==> src/rtl/tset_pkg.sv <==
// Shared types and constants of the time-sorted event table.
package tset_pkg;

	localparam int unsigned IN_DATA_W  = 56;
	localparam int unsigned OUT_DATA_W = 56;
	localparam int unsigned TAG_PORT_W = 32;
	localparam int unsigned IDX_PORT_W = 4;
	localparam int unsigned CNT_PORT_W = 5;
	localparam int unsigned KEY_W      = 11;

	localparam logic [4:0] LAST_HOUR   = 5'd23;
	localparam logic [5:0] LAST_MINUTE = 6'd59;

	localparam logic [1:0] OP_INSERT = 2'd0;
	localparam logic [1:0] OP_DELETE = 2'd1;
	localparam logic [1:0] OP_READ   = 2'd2;

	localparam logic [2:0] STAT_OK       = 3'd0;
	localparam logic [2:0] STAT_FULL     = 3'd1;
	localparam logic [2:0] STAT_EMPTY    = 3'd2;
	localparam logic [2:0] STAT_NO_INDEX = 3'd3;
	localparam logic [2:0] STAT_BAD_TIME = 3'd4;

	typedef enum logic [2:0] {
		S_IDLE,
		S_DEC,
		S_INS,
		S_DEL,
		S_RD,
		S_DONE
	} tset_state_t;

	typedef struct packed {
		logic       cap;
		logic       ins_start;
		logic       ins_step;
		logic       del_start;
		logic       del_step;
		logic       rd_start;
		logic       cnt_inc;
		logic       cnt_dec;
		logic       res_load;
		logic       res_read;
		logic [2:0] res_status;
	} tset_cmd_t;

	typedef struct packed {
		logic [1:0] op;
		logic       full;
		logic       bad_time;
		logic       empty;
		logic       bad_index;
		logic       place;
		logic       del_last;
		logic       res_free;
	} tset_sts_t;

endpackage

==> src/rtl/tset_ctrl.sv <==
// Controller state machine that sequences insert, delete and read operations.
module tset_ctrl (
	input  logic                clk,
	input  logic                arst_n,
	input  logic                in_valid,
	output logic                in_ready,
	input  tset_pkg::tset_sts_t sts,
	output tset_pkg::tset_cmd_t cmd
);

	tset_pkg::tset_state_t state_q, state_d;
	logic [2:0]            status_q, status_d;
	logic                  rdok_q, rdok_d;

	always_ff @(posedge clk or negedge arst_n) begin
		if (!arst_n) begin
			state_q  <= tset_pkg::S_IDLE;
			status_q <= tset_pkg::STAT_OK;
			rdok_q   <= 1'b0;
		end else begin
			state_q  <= state_d;
			status_q <= status_d;
			rdok_q   <= rdok_d;
		end
	end

	always_comb begin
		state_d  = state_q;
		status_d = status_q;
		rdok_d   = rdok_q;
		cmd      = '0;
		in_ready = 1'b0;
		case (state_q)
			tset_pkg::S_IDLE: begin
				in_ready = 1'b1;
				if (in_valid) begin
					cmd.cap  = 1'b1;
					status_d = tset_pkg::STAT_OK;
					rdok_d   = 1'b0;
					state_d  = tset_pkg::S_DEC;
				end
			end
			tset_pkg::S_DEC: begin
				state_d = tset_pkg::S_DONE;
				if (sts.op == tset_pkg::OP_INSERT) begin
					if (sts.full) begin
						status_d = tset_pkg::STAT_FULL;
					end else if (sts.bad_time) begin
						status_d = tset_pkg::STAT_BAD_TIME;
					end else begin
						cmd.ins_start = 1'b1;
						state_d       = tset_pkg::S_INS;
					end
				end else if (sts.op == tset_pkg::OP_DELETE || sts.op == tset_pkg::OP_READ) begin
					if (sts.empty) begin
						status_d = tset_pkg::STAT_EMPTY;
					end else if (sts.bad_index) begin
						status_d = tset_pkg::STAT_NO_INDEX;
					end else if (sts.op == tset_pkg::OP_DELETE) begin
						cmd.del_start = 1'b1;
						state_d       = tset_pkg::S_DEL;
					end else begin
						cmd.rd_start = 1'b1;
						state_d      = tset_pkg::S_RD;
					end
				end
			end
			tset_pkg::S_INS: begin
				cmd.ins_step = 1'b1;
				if (sts.place) begin
					cmd.cnt_inc = 1'b1;
					state_d     = tset_pkg::S_DONE;
				end
			end
			tset_pkg::S_DEL: begin
				if (sts.del_last) begin
					cmd.cnt_dec = 1'b1;
					state_d     = tset_pkg::S_DONE;
				end else begin
					cmd.del_step = 1'b1;
				end
			end
			tset_pkg::S_RD: begin
				rdok_d  = 1'b1;
				state_d = tset_pkg::S_DONE;
			end
			tset_pkg::S_DONE: begin
				if (sts.res_free) begin
					cmd.res_load   = 1'b1;
					cmd.res_status = status_q;
					cmd.res_read   = rdok_q;
					state_d        = tset_pkg::S_IDLE;
				end
			end
			default: begin
				state_d = tset_pkg::S_IDLE;
			end
		endcase
	end

endmodule

==> src/rtl/tset_dp.sv <==
// Datapath of the event table: entry memory, count, shift pointers and result register.
module tset_dp #(
	parameter int unsigned TABLE_DEPTH = 16,
	parameter int unsigned TAG_BITS    = 32
) (
	input  logic                                clk,
	input  logic                                arst_n,
	input  logic [tset_pkg::IN_DATA_W-1:0]      in_data,
	input  logic                                out_ready,
	output logic                                out_valid,
	output logic [tset_pkg::OUT_DATA_W-1:0]     out_data,
	input  tset_pkg::tset_cmd_t                 cmd,
	output tset_pkg::tset_sts_t                 sts
);

	localparam int unsigned AW  = (TABLE_DEPTH > 1) ? $clog2(TABLE_DEPTH) : 1;
	localparam int unsigned CW  = $clog2(TABLE_DEPTH + 1);
	localparam int unsigned IXW = (CW > tset_pkg::IDX_PORT_W) ? CW : tset_pkg::IDX_PORT_W;
	localparam int unsigned EW  = tset_pkg::KEY_W + TAG_BITS;

	logic [EW-1:0]       mem [TABLE_DEPTH];
	logic [EW-1:0]       rd_q;
	logic [1:0]          op_q;
	logic [4:0]          hour_q;
	logic [5:0]          minute_q;
	logic [TAG_BITS-1:0] tag_q;
	logic [IXW-1:0]      idx_q;
	logic [CW-1:0]       count_q;
	logic [AW-1:0]       p_q;
	logic [CW-1:0]       k_q;

	logic                out_valid_q;
	logic [2:0]          res_status_q;
	logic [4:0]          res_count_q;
	logic [4:0]          res_hour_q;
	logic [5:0]          res_minute_q;
	logic [tset_pkg::TAG_PORT_W-1:0] res_tag_q;

	logic [EW-1:0]       new_ent;
	logic [EW-1:0]       wr_data;
	logic [AW-1:0]       wr_addr;
	logic [AW-1:0]       rd_addr;
	logic                wr_en;
	logic                rd_en;
	logic [CW-1:0]       cm1;
	logic [AW-1:0]       pm1;
	logic [AW-1:0]       pm2;
	logic [CW-1:0]       kp1;
	logic [CW-1:0]       kp2;
	logic [IXW-1:0]      idxp1;
	logic                place;
	logic [63:0]         rd_tag_wide;

	assign new_ent = {tag_q, hour_q, minute_q};
	assign cm1     = count_q - CW'(1);
	assign pm1     = p_q - AW'(1);
	assign pm2     = pm1 - AW'(1);
	assign kp1     = k_q + CW'(1);
	assign kp2     = kp1 + CW'(1);
	assign idxp1   = idx_q + IXW'(1);
	assign place   = (p_q == '0) || (rd_q[tset_pkg::KEY_W-1:0] <= {hour_q, minute_q});
	assign rd_tag_wide = 64'(rd_q[EW-1:tset_pkg::KEY_W]);

	always_comb begin
		wr_en   = 1'b0;
		wr_addr = p_q;
		wr_data = new_ent;
		rd_en   = 1'b0;
		rd_addr = cm1[AW-1:0];
		if (cmd.ins_start) begin
			rd_en   = 1'b1;
			rd_addr = cm1[AW-1:0];
		end
		if (cmd.ins_step) begin
			wr_en   = 1'b1;
			wr_addr = p_q;
			wr_data = place ? new_ent : rd_q;
			if (!place) begin
				rd_en   = 1'b1;
				rd_addr = pm2;
			end
		end
		if (cmd.del_start) begin
			rd_en   = 1'b1;
			rd_addr = idxp1[AW-1:0];
		end
		if (cmd.del_step) begin
			wr_en   = 1'b1;
			wr_addr = k_q[AW-1:0];
			wr_data = rd_q;
			rd_en   = 1'b1;
			rd_addr = kp2[AW-1:0];
		end
		if (cmd.rd_start) begin
			rd_en   = 1'b1;
			rd_addr = idx_q[AW-1:0];
		end
	end

	always_ff @(posedge clk) begin
		if (wr_en) begin
			mem[wr_addr] <= wr_data;
		end
		if (rd_en) begin
			rd_q <= mem[rd_addr];
		end
	end

	always_ff @(posedge clk) begin
		if (cmd.cap) begin
			op_q     <= in_data[1:0];
			hour_q   <= in_data[6:2];
			minute_q <= in_data[12:7];
			tag_q    <= TAG_BITS'(in_data[44:13]);
			idx_q    <= IXW'(in_data[48:45]);
		end
		if (cmd.ins_start) begin
			p_q <= count_q[AW-1:0];
		end else if (cmd.ins_step && !place) begin
			p_q <= pm1;
		end
		if (cmd.del_start) begin
			k_q <= CW'(idx_q);
		end else if (cmd.del_step) begin
			k_q <= kp1;
		end
		if (cmd.res_load) begin
			res_status_q <= cmd.res_status;
			res_count_q  <= tset_pkg::CNT_PORT_W'(count_q);
			res_hour_q   <= cmd.res_read ? rd_q[10:6] : 5'd0;
			res_minute_q <= cmd.res_read ? rd_q[5:0] : 6'd0;
			res_tag_q    <= cmd.res_read ? rd_tag_wide[tset_pkg::TAG_PORT_W-1:0] : '0;
		end
	end

	always_ff @(posedge clk or negedge arst_n) begin
		if (!arst_n) begin
			count_q     <= '0;
			out_valid_q <= 1'b0;
		end else begin
			if (cmd.cnt_inc) begin
				count_q <= count_q + CW'(1);
			end else if (cmd.cnt_dec) begin
				count_q <= cm1;
			end
			if (cmd.res_load) begin
				out_valid_q <= 1'b1;
			end else if (out_ready) begin
				out_valid_q <= 1'b0;
			end
		end
	end

	assign sts.op        = op_q;
	assign sts.full      = (count_q == CW'(TABLE_DEPTH));
	assign sts.bad_time  = (hour_q > tset_pkg::LAST_HOUR) || (minute_q > tset_pkg::LAST_MINUTE);
	assign sts.empty     = (count_q == '0);
	assign sts.bad_index = (idx_q >= IXW'(count_q));
	assign sts.place     = place;
	assign sts.del_last  = (kp1 >= count_q);
	assign sts.res_free  = !out_valid_q || out_ready;

	assign out_valid = out_valid_q;
	assign out_data  = {5'd0, res_tag_q, res_minute_q, res_hour_q, res_count_q, res_status_q};

endmodule

==> src/rtl/time_sorted_event_table.sv <==
// Top level of the time-sorted event table.
// The table holds up to TABLE_DEPTH entries of hour, minute and tag in ascending time
// order. Items arrive on the s_axis channel: an insert places the entry after all
// entries of equal or earlier time, a delete removes the entry at an index and closes
// the gap, and a read returns the entry at an index. Each item gives exactly one
// result item on the m_axis channel, carrying a status code and the entry count.
// Items are handled one at a time. Each item is decoded first; a refused or ignored
// item goes straight on to its result, a read first fetches the entry at its index,
// and an insert or a delete first moves entries one by one in a shift loop over the
// entry memory. The next item can be taken in the cycle after the result is loaded,
// also while that result still waits in the output register. Reset empties the table
// at once; the entry memory itself is not cleared. When the receiver stalls, a finished
// operation waits until the output register frees before its result is loaded.
module time_sorted_event_table #(
	parameter int unsigned TABLE_DEPTH = 16,
	parameter int unsigned TAG_BITS    = 32
) (
	input  logic                            clk,
	input  logic                            arst_n,
	input  logic                            s_axis_tvalid,
	output logic                            s_axis_tready,
	// Fields from bit 0: operation, event_hour, event_minute, event_tag, slot_index.
	input  logic [tset_pkg::IN_DATA_W-1:0]  s_axis_tdata,
	output logic                            m_axis_tvalid,
	input  logic                            m_axis_tready,
	// Fields from bit 0: status, entry_count, read_hour, read_minute, read_tag.
	output logic [tset_pkg::OUT_DATA_W-1:0] m_axis_tdata
);

	tset_pkg::tset_cmd_t cmd;
	tset_pkg::tset_sts_t sts;

	tset_ctrl u_ctrl (
		.clk      (clk),
		.arst_n   (arst_n),
		.in_valid (s_axis_tvalid),
		.in_ready (s_axis_tready),
		.sts      (sts),
		.cmd      (cmd)
	);

	tset_dp #(
		.TABLE_DEPTH (TABLE_DEPTH),
		.TAG_BITS    (TAG_BITS)
	) u_dp (
		.clk       (clk),
		.arst_n    (arst_n),
		.in_data   (s_axis_tdata),
		.out_ready (m_axis_tready),
		.out_valid (m_axis_tvalid),
		.out_data  (m_axis_tdata),
		.cmd       (cmd),
		.sts       (sts)
	);

`ifndef ASSERT_OFF
	a_one_item_at_a_time: assert property (@(posedge clk) disable iff (!arst_n)
		s_axis_tvalid && s_axis_tready |=> !s_axis_tready)
		else $error("a second item was offered for acceptance straight after the first");

	a_read_fields_zero: assert property (@(posedge clk) disable iff (!arst_n)
		m_axis_tvalid && (m_axis_tdata[2:0] != tset_pkg::STAT_OK) |->
		m_axis_tdata[50:8] == '0)
		else $error("a refused item carries non-zero read fields");

	a_result_from_load: assert property (@(posedge clk) disable iff (!arst_n)
		$rose(m_axis_tvalid) |-> $past(cmd.res_load))
		else $error("a result appeared without being loaded by the controller");

	a_load_when_free: assert property (@(posedge clk) disable iff (!arst_n)
		cmd.res_load |-> !m_axis_tvalid || m_axis_tready)
		else $error("a result was loaded over one still waiting");
`endif

endmodule

==> config.mk <==
export PLATFORM = sky130hd
export DESIGN_NAME = time_sorted_event_table
export DESIGN_NICKNAME = d
export VERILOG_FILES = /design/src/rtl/tset_pkg.sv /design/src/rtl/tset_ctrl.sv /design/src/rtl/tset_dp.sv /design/src/rtl/time_sorted_event_table.sv
export SDC_FILE = /design/constraint.sdc
export NUM_CORES = 1
export LEC_CHECK = 0
export BUFFER_PORTS_ARGS = -buffer_cell sky130_fd_sc_hd__buf_2
export CAP_MARGIN = 0
export CORE_UTILIZATION = 50
export DETAILED_ROUTE_END_ITERATION = 8
export HOLD_SLACK_MARGIN = 0.05
export PLACE_DENSITY = 0.69
export SLEW_MARGIN = 10
export SYNTH_ARGS = -nofsm -noshare
export SYNTH_HDL_FRONTEND = slang
export SYNTH_HIERARCHICAL = 1
export SYNTH_SLANG_ARGS = --single-unit
==> constraint.sdc <==
create_clock -name clk -period 4.9 [get_ports clk]
set_input_delay 0.98 -clock clk [delete_from_list [all_inputs] [get_ports clk]]
set_output_delay 0.98 -clock clk [all_outputs]
set_load 0.05 [all_outputs]
======== After elaboration in Yosys (flattened, before gate mapping) ========
Memories as Yosys holds them, arrays and structs flattened. A register that Yosys moved wholly into a read port is not among the register bits.
Index checks and enable logic that the tools add are counted.
storage, ports and cells
  RAM bits ................................ 688
  memories ................................ 1
  register bits ........................... 122
  output and inout bits ................... 58
cells by class
  mux-type cells .......................... 77
  order comparisons ....................... 5
  $add $sub $neg .......................... 7
  eq/ne operators ......................... 15
  reductions and logical operators ........ 21
memory list
  memory    depth  bits a word  read ports  clocked after Yosys merged registers in  wr ports  RTL line       RTL
  u_dp.mem  16     43           1           1                                        1         tset_dp.sv:21  logic [EW-1:0] mem [TABLE_DEPTH];
operators by type and width
  kind                   number
  $mux W43               3
  $mux W3                18
  $mux W1                39
  $mux W4                9
  $mux W5                5
  $pmux W3 S6            1
  $reduce_bool A2 Y1     6
  $le A11 B11 Y1         1
  $add A5 B1 Y5 const B  2
  $add A4 B1 Y4 const B  2
  $sub A4 B1 Y4 const B  2
  $eq A3 B2 Y1 const B   2
  $eq A3 B3 Y1 const B   2
  $gt A6 B6 Y1 const B   1
  $ne A2 B2 Y1 const B   3
  $pmux W3 S2            1
  $eq A5 B5 Y1 const B   1
  $ge A4 B5 Y1           1
  $ge A5 B5 Y1           1
  $gt A5 B5 Y1 const B   1
  $logic_not A5 Y1       1
  $reduce_and A5 Y1      1
  $sub A5 B1 Y5 const B  1
  $logic_not A4 Y1       1
  other kinds (15)       20

======== Longest topological paths before layout ========
Gate-level depths: netlist (run 1).
  depth in word-level cells ............... 12
  gate-level depth with buffers ........... 22
  depth with buffers taken out ............ 18

======== By module ========
The synthesis (run 1) kept the hierarchy.
modules (own cells, without submodules)
  module     area an instance (um2)  times used  cells each
  tset_dp    35,131.2                1           2,400
  tset_ctrl  599.3                   1           67

======== Least setup slack after synthesis (run 1) ========
OpenSTA, ideal clock, no wires.
  kind .................................... flip-flop to flip-flop
  start point ............................. register u_dp.k_q[0]
  end point ............................... memory u_dp/mem[6][0] (netlist bit), enable pin
  data required time ...................... 4.456 ns
  stages on the path, launching flop included .. 17
  buffers on the path ..................... 3
  data arrival time ....................... 4.744 ns
  period minus slack after synthesis ...... 5.188 ns
  setup slack ............................. -0.288 ns
  path through ............................ edfxtp_1 inv_1 ha_1 inv_1 ha_1 a21o_1 a21oi_1 nor2b_1 o21ai_0 nand2b_1 nor2_1 clkbuf_1 clkbuf_1 buf_1 nand2_1 o32a_1 nor2_1
RTL lines
  what                      RTL line        RTL
  start: declaration        tset_dp.sv:30   logic [CW-1:0] k_q;
  start signal: assignment  tset_dp.sv:123  k_q <= CW'(idx_q);
  start signal: assignment  tset_dp.sv:125  k_q <= kp1;
  end: declaration          tset_dp.sv:21

==> results_dict.tcl, run 1 <==
set metrics [dict create \
    met2_usage 0.413 \
    grt_pass1_wl_um 135000 \
    hp-class "in -> async" \
    fmaxAchievable_mhz 216 \
    maxCapViolations 0 \
    tightest_slew_ns 1.14 \
    final_cell_mix "edfxtp_1, nand2_1, and2_1, a21oi_1, a221oi_1" \
    place_hpwl_um 49000 \
    ant_nets 0 \
    met1_usage 0.319 \
    grt_start_max_net_pins 66 \
    die-area_um2 72500 \
    worstReg2RegStart "u_dp/k_q[0]" \
    drt-vias-per-instance 6.17 \
    avgSynthCellArea_um2 14.5 \
    vdd_ir_drop_max_mv 0.561 \
    synth_edf_count 840 \
    slowest_stage "o21ai_4" \
    dieWidth_um 269 \
    cp.arrival_ns 5.11 \
    layout-drive-gt1-share 0.182 \
    reg2reg_slack_ns 0.27 \
    ctsHtreeMaxLevel 3 \
    yosys.cell_types.count 71 \
    grt_overflow_total 0 \
    start_util 0.508 \
    ctsHoldBuffers 0 \
    use_met3 0.0295 \
    post-route-util 0.585 \
    period_share 0.944 \
    fin_skew_ns 0.0261 \
    cp.required_ns 5.39 \
    ios 118 \
    gp_congestion 0.814 \
    power_density_nw_per_um2 727 \
    root_buffer "clkbuf_16" \
    io_buffer_count 105 \
    drt-pass1-iter-count 5 \
    fin_nets 2685 \
    synth.area.top_cells "edfxtp_1, and2_1, a221oi_1" \
    cp-end-kind "flip-flop" \
    setup_viol 0 \
    antenna_found_initial 1 \
    fin_area_um2 41200 \
    final_cells 3598 \
    core-area_um2 70400 \
    clockBufferDepth 3 \
    rr_worst_depth 17 \
    rsz0062_at_grt "no" \
    async_flop_share 0.0152 \
    slew_headroom 0.236 \
    grt_pass1_vias 22500 \
    synth_top_area_frac 0.706 \
    track_usage 0.242 \
    cp_max_fo 44 \
    ys_ff_latch 853 \
    die_h_um 269 \
    drt_iter0_drc 2203 \
    synth_area_um2 35700 \
    place_inst 3443 \
    finalWorstSetupSlack_ns 0.275 \
    row_count 97 \
    cts_made_buffers 87 \
    synthCells 2467 \
    drc 0 \
    postRouteWirelength_um 88300 \
    post-place-ws_ns 0.0593 \
    area_growth_pct 15.2 \
    worst_skew_pair.late_latency_ns 0.64 \
    ys_warn_count 6 \
    wl_per_cell_um 24.6 \
    cts_tree "yes" \
    period_minus_slack_ns 4.63 \
    clock-sinks 853 \
    r2r_end "u_dp/rd_q[32]" \
    outcome "finished clean" \
    path_cells "ha_1 -> xor2_1 -> ha_1 -> a21oi_1 -> nor2b_1 -> o21ai_0 -> nand2b_1 -> nor2_1 -> nand2b_1 -> o2bb2ai_1 -> o21ai_4 -> buf_4 -> and3_4 -> buf_12 -> a21oi_1 -> a211oi_1 -> a311o_1" \
    drv_slew 0 \
    max_stage_delay_ns 0.45 \
    busiest_layer "met2" \
    seq_area_frac_synth 0.715 \
    cp-start-kind "flip-flop" \
    synth_largest_area_cell "edfxtp_1" \
    num_vias 22200 \
    hold_violations 0 \
    synth_ff_type "edfxtp_1" \
    clk_pin_slew_ns 0.06 \
    p_leak_nw 13.8 \
    diodes 0 \
    crit_type "reg -> reg" \
    placedInstanceArea_um2 38200 \
    final_common_cell "edfxtp_1" \
]
-- kinds of logic (layout without fill, tap and decap cells) --
group	after synthesis	in the layout	share of synthesized area
compound gates	630	630	0.138
xor+xnor	17	17	0.00417
fa+ha+maj	32	32	0.0112
buf+inv	272	458	0.0322
flops	853	853	0.715
mux	41	41	0.0132
other cells	1	5	0.000105
simple gates	621	622	0.0862
-- how the worst max path moves through the flow --
stage	startpoint	endpoint	slack [ns]
after floorplan	u_dp/k_q[0]	u_dp/mem[6][0]	-0.29
after global placement	u_dp/idx_q[0]	u_dp/rd_q[29]	0.15
after detailed placement	u_dp/idx_q[0]	u_dp/rd_q[29]	0.06
after CTS	u_dp/idx_q[0]	u_dp/rd_q[29]	0.04
after global routing	u_dp/idx_q[0]	u_dp/rd_q[28]	0.01
final	u_dp/k_q[0]	u_dp/rd_q[32]	0.27
-- worst max-delay path, delay by kind of cell (launching register included) --
family / cells / cell delay, ns
DFF: 1 / 0.43
buffers and inverters: 2 / 0.62
AOI/OAI and AO/OA: 7 / 1.54
xor gates and xnor gates: 1 / 0.34
and+or+nand+nor: 5 / 0.95
adders and majority gates: 2 / 0.56
-- flip-flops by register name, indices dropped and copies added (netlist names) --
signal	flops
u_dp/out_valid	1
u_dp/res_tag_q	32
u_ctrl/status_q	3
u_dp/idx_q	4
u_dp/tag_q	32
u_dp/count_q	5
u_dp/res_count_q	5
u_dp/mem	688
u_ctrl/state_q	3
u_dp/res_status_q	3
u_ctrl/rdok_q	1
u_dp/rd_q	43
u_dp/minute_q	6
u_dp/hour_q	5
u_dp/res_minute_q	6
u_dp/k_q	5
u_dp/p_q	4
u_dp/res_hour_q	5
u_dp/op_q	2
-- synthesized netlist by cell type (all sizes together), types with 11 or more instances --
library cell / count
xnor2: 11
a31oi: 50
edfxtp: 840
mux2: 39
dfrtp: 13
and2: 220
nor2: 40
inv: 70
o32ai: 43
clkbuf: 119
o311ai: 44
nor3: 11
buf: 82
a311o: 43
nand3: 14
a21oi: 181
o21ai: 22
a211oi: 46
ha: 32
a221oi: 172
nand2: 290
-- routing by layer --
layer	routed length, µm	part of all wire	up-vias
met5	0	0	-
met4	2400	0.027	0
met3	5850	0.066	165
met2	44400	0.50	888
met1	35700	0.40	11300
li1	-	-	9857
-- stage by stage --
step	hold WS (ns)	total power, mW	setup TNS, ns
2_1_floorplan	0.423	18.3	-91.96
5_1_grt	0.254	31.4	0
3_5_place_dp	0.481	23.0	0
4_1_cts	0.234	30.0	0
6_report	0.253	30.0	0
3_3_place_gp	0.475	22.7	0
-- repair_timing --
action / in CTS / in global routing
setup endpoints to repair: 0 / 43
gates resized for setup: 0 / 6
hold endpoints to repair: 0 / 0
buffers inserted: 0 / 0
-- area by class of cell --
class | count | area [µm²]
Multi-Input combinational cell | 1347 | 9310
Inverter | 71 | 267
Clock inverter | 47 | 646
Tap cell | 940 | 1180
Timing Repair Buffer | 233 | 1870
Sequential cell | 853 | 25500
Fill cell | 5305 | 29200
Clock buffer | 107 | 2350
-- power breakdown --
group	switching (mW)	internal (mW)	total, mW
Clock	2.69	4.23	6.92
Sequential	0.271	9.38	9.65
Combinational	8.93	4.46	13.4
(Power assumes the default switching activity.)
==> run 2: changes to the inputs <==
--- a/config.mk
+++ b/config.mk
@@ -11,6 +11,7 @@
 export DETAILED_ROUTE_END_ITERATION = 8
 export HOLD_SLACK_MARGIN = 0.05
 export PLACE_DENSITY = 0.69
+export REMOVE_ABC_BUFFERS = 1
 export SLEW_MARGIN = 10
 export SYNTH_ARGS = -nofsm -noshare
 export SYNTH_HDL_FRONTEND = slang
==> run 2 against run 1 <==
Net effect:
- register-to-register slack got worse by 0.06 ns
- highest routed layer unchanged
- non-clock buffer count rose by 4
- sequential share of layout area down 0.14 points
- setup slack got worse by 0.064 ns
==> results_dict.tcl, run 2 (synthesis results as in run 1) <==
set metrics [dict create \
    outcome "finished clean" \
    cp.arrival_ns 5.06 \
    ctsHtreeMaxLevel 3 \
    cp-end-kind "flip-flop" \
    row_count 97 \
    setup_viol 0 \
    cts_tree "yes" \
    power_density_nw_per_um2 724 \
    period_minus_slack_ns 4.69 \
    register_area_um2 25500 \
    final_cells 3608 \
    track_usage 0.241 \
    area_growth_pct 15.5 \
    drt-vias-per-instance 6.22 \
    clockBufferDepth 3 \
    drt-pass1-iter-count 7 \
    drv_slew 0 \
    final_common_cell "edfxtp_1" \
    place_inst 3443 \
    grt_start_max_net_pins 113 \
    drt_iter0_drc 2258 \
    regMostFlops "u_dp/mem" \
    holdWs_ns 0.220 \
    fillers 5314 \
    wl_met3_um 6970 \
    num_vias 22400 \
    largest_reg_flops 688 \
    hp-class "in -> async" \
    place_hpwl_um 47000 \
    layout-drive-gt1-share 0.188 \
    core-area_um2 70400 \
    cts_made_buffers 88 \
    largestRegisters "u_dp/mem x688, u_dp/rd_q x43" \
    diodes 0 \
    drt-met1-wl_um 37300 \
    cp_max_fo 12 \
    hold_violations 0 \
    wl_met2_um 42700 \
    worst_skew_pair.late_latency_ns 0.65 \
    p_leak_nw 13.8 \
    slew_headroom 0.303 \
    finalWorstSetupSlack_ns 0.210 \
    dieWidth_um 269 \
    post-place-ws_ns 0.0505 \
    ctsHoldBuffers 0 \
    total_power_mw 29.9 \
    crit_type "reg -> reg" \
    root_buffer "clkbuf_16" \
    die_h_um 269 \
    top_layer "met4" \
    clock-sinks 853 \
    fin_nets 2691 \
    postRouteWirelength_um 89500 \
    cp-start-kind "flip-flop" \
    fin_skew_ns 0.0260 \
    clk_pin_slew_ns 0.06 \
    start_util 0.508 \
    gp_congestion 0.832 \
    die-area_um2 72500 \
    vdd_ir_drop_max_mv 0.763 \
    ios 118 \
    maxCapViolations 0 \
    wl_per_cell_um 24.8 \
    grt_pass1_vias 22200 \
    tightest_slew_ns 1.05 \
    antenna_found_initial 0 \
    post-route-util 0.586 \
    final_cell_mix "edfxtp_1, nand2_1, and2_1, a21oi_1, a221oi_1" \
    drc 0 \
    ant_nets 0 \
    grt_overflow_total 0 \
    grt_pass1_wl_um 134000 \
    io_buffer_count 105 \
    cp.required_ns 5.27 \
    multiInputGateArea_um2 9340 \
    fmaxAchievable_mhz 213 \
    period_share 0.957 \
]
run 2: cell count changes in the layout (fill, tap and decap cells not counted), moves of 3 or more:
cell / change
buf_4: -10
inv_6: +3
bufinv_16: -6
buf_12: +12
clkinv_2: +12
run 2: final cells by class:
| class | instances | area share |
|---|---|---|
| clock buffers | 104 | 0.0559 |
| clock inverters | 55 | 0.0137 |
| inverters | 71 | 0.00646 |
| multi-input cells | 1348 | 0.226 |
| flip-flops and latches | 853 | 0.619 |
| well taps | 940 | 0.0285 |
| repair buffers | 237 | 0.0500 |
run 2: per-layer routing:
layer | global-route usage | vias up
met4 | 0.0825 | 0
met2 | 0.392 | 1061
li1 | - | 9880
met3 | 0.0343 | 188
met1 | 0.335 | 11300
met5 | 0 | -
run 2: critical path, stage by stage, from the launching register on:
cell,delay (ns)
edfxtp_1,0.39
inv_1,0.11
ha_1,0.23
nand2b_1,0.15
a21o_1,0.17
a21o_1,0.16
a21oi_1,0.19
nor2_1,0.10
nor3_2,0.24
nand2_1,0.09
nor3_1,0.27
buf_4,0.25
nor2_1,0.07
mux2i_1,0.15
o21ai_0,0.12
a31oi_2,0.36
o31ai_4,0.16
nand2b_2,0.43
buf_12,0.23
o32ai_1,0.16
a311o_1,0.37
run 2: report_power, final:
group	internal [mW]	total, mW	switching [mW]	leakage [nW]
combinational	4.62	13.5	8.88	4.66
sequential	9.38	9.69	0.307	7.76
clock	3.90	6.69	2.79	1.41
total	17.9	29.9	12.0	13.8
run 2: through the flow:
step | setup TNS, ns | instance area (µm²)
2_1_floorplan | -713.96 | 34900
3_3_place_gp | 0 | 38300
3_5_place_dp | 0 | 38300
4_1_cts | 0 | 41200
5_1_grt | -0.00232 | 41300
6_report | 0 | 41300
run 2: worst paths after layout:
check / slack (ns) / endpoint / cells after the start / from
max: 0.21 / u_dp/rd_q[26] / 20 / u_dp/idx_q[0]
min: 0.22 / u_dp/count_q[1] / 1 / arst_n
max reg2reg: 0.21 / u_dp/rd_q[26] / 20 / u_dp/idx_q[0]
min reg2reg: 0.51 / u_ctrl/status_q[2] / 1 / u_ctrl/status_q[2]
max in group asynchronous: 4.44 / u_ctrl/status_q[1] / 1 / arst_n
min in group clk: 0.50 / u_dp/tag_q[4] / 1 / s_axis_tdata[17]
run 2: timing repair:
action | CTS | global route
endpoints found under the setup margin | 0 | 43
endpoints found under the hold margin | 0 | 0
setup buffers | 0 | 4
gates resized for setup | 0 | 10
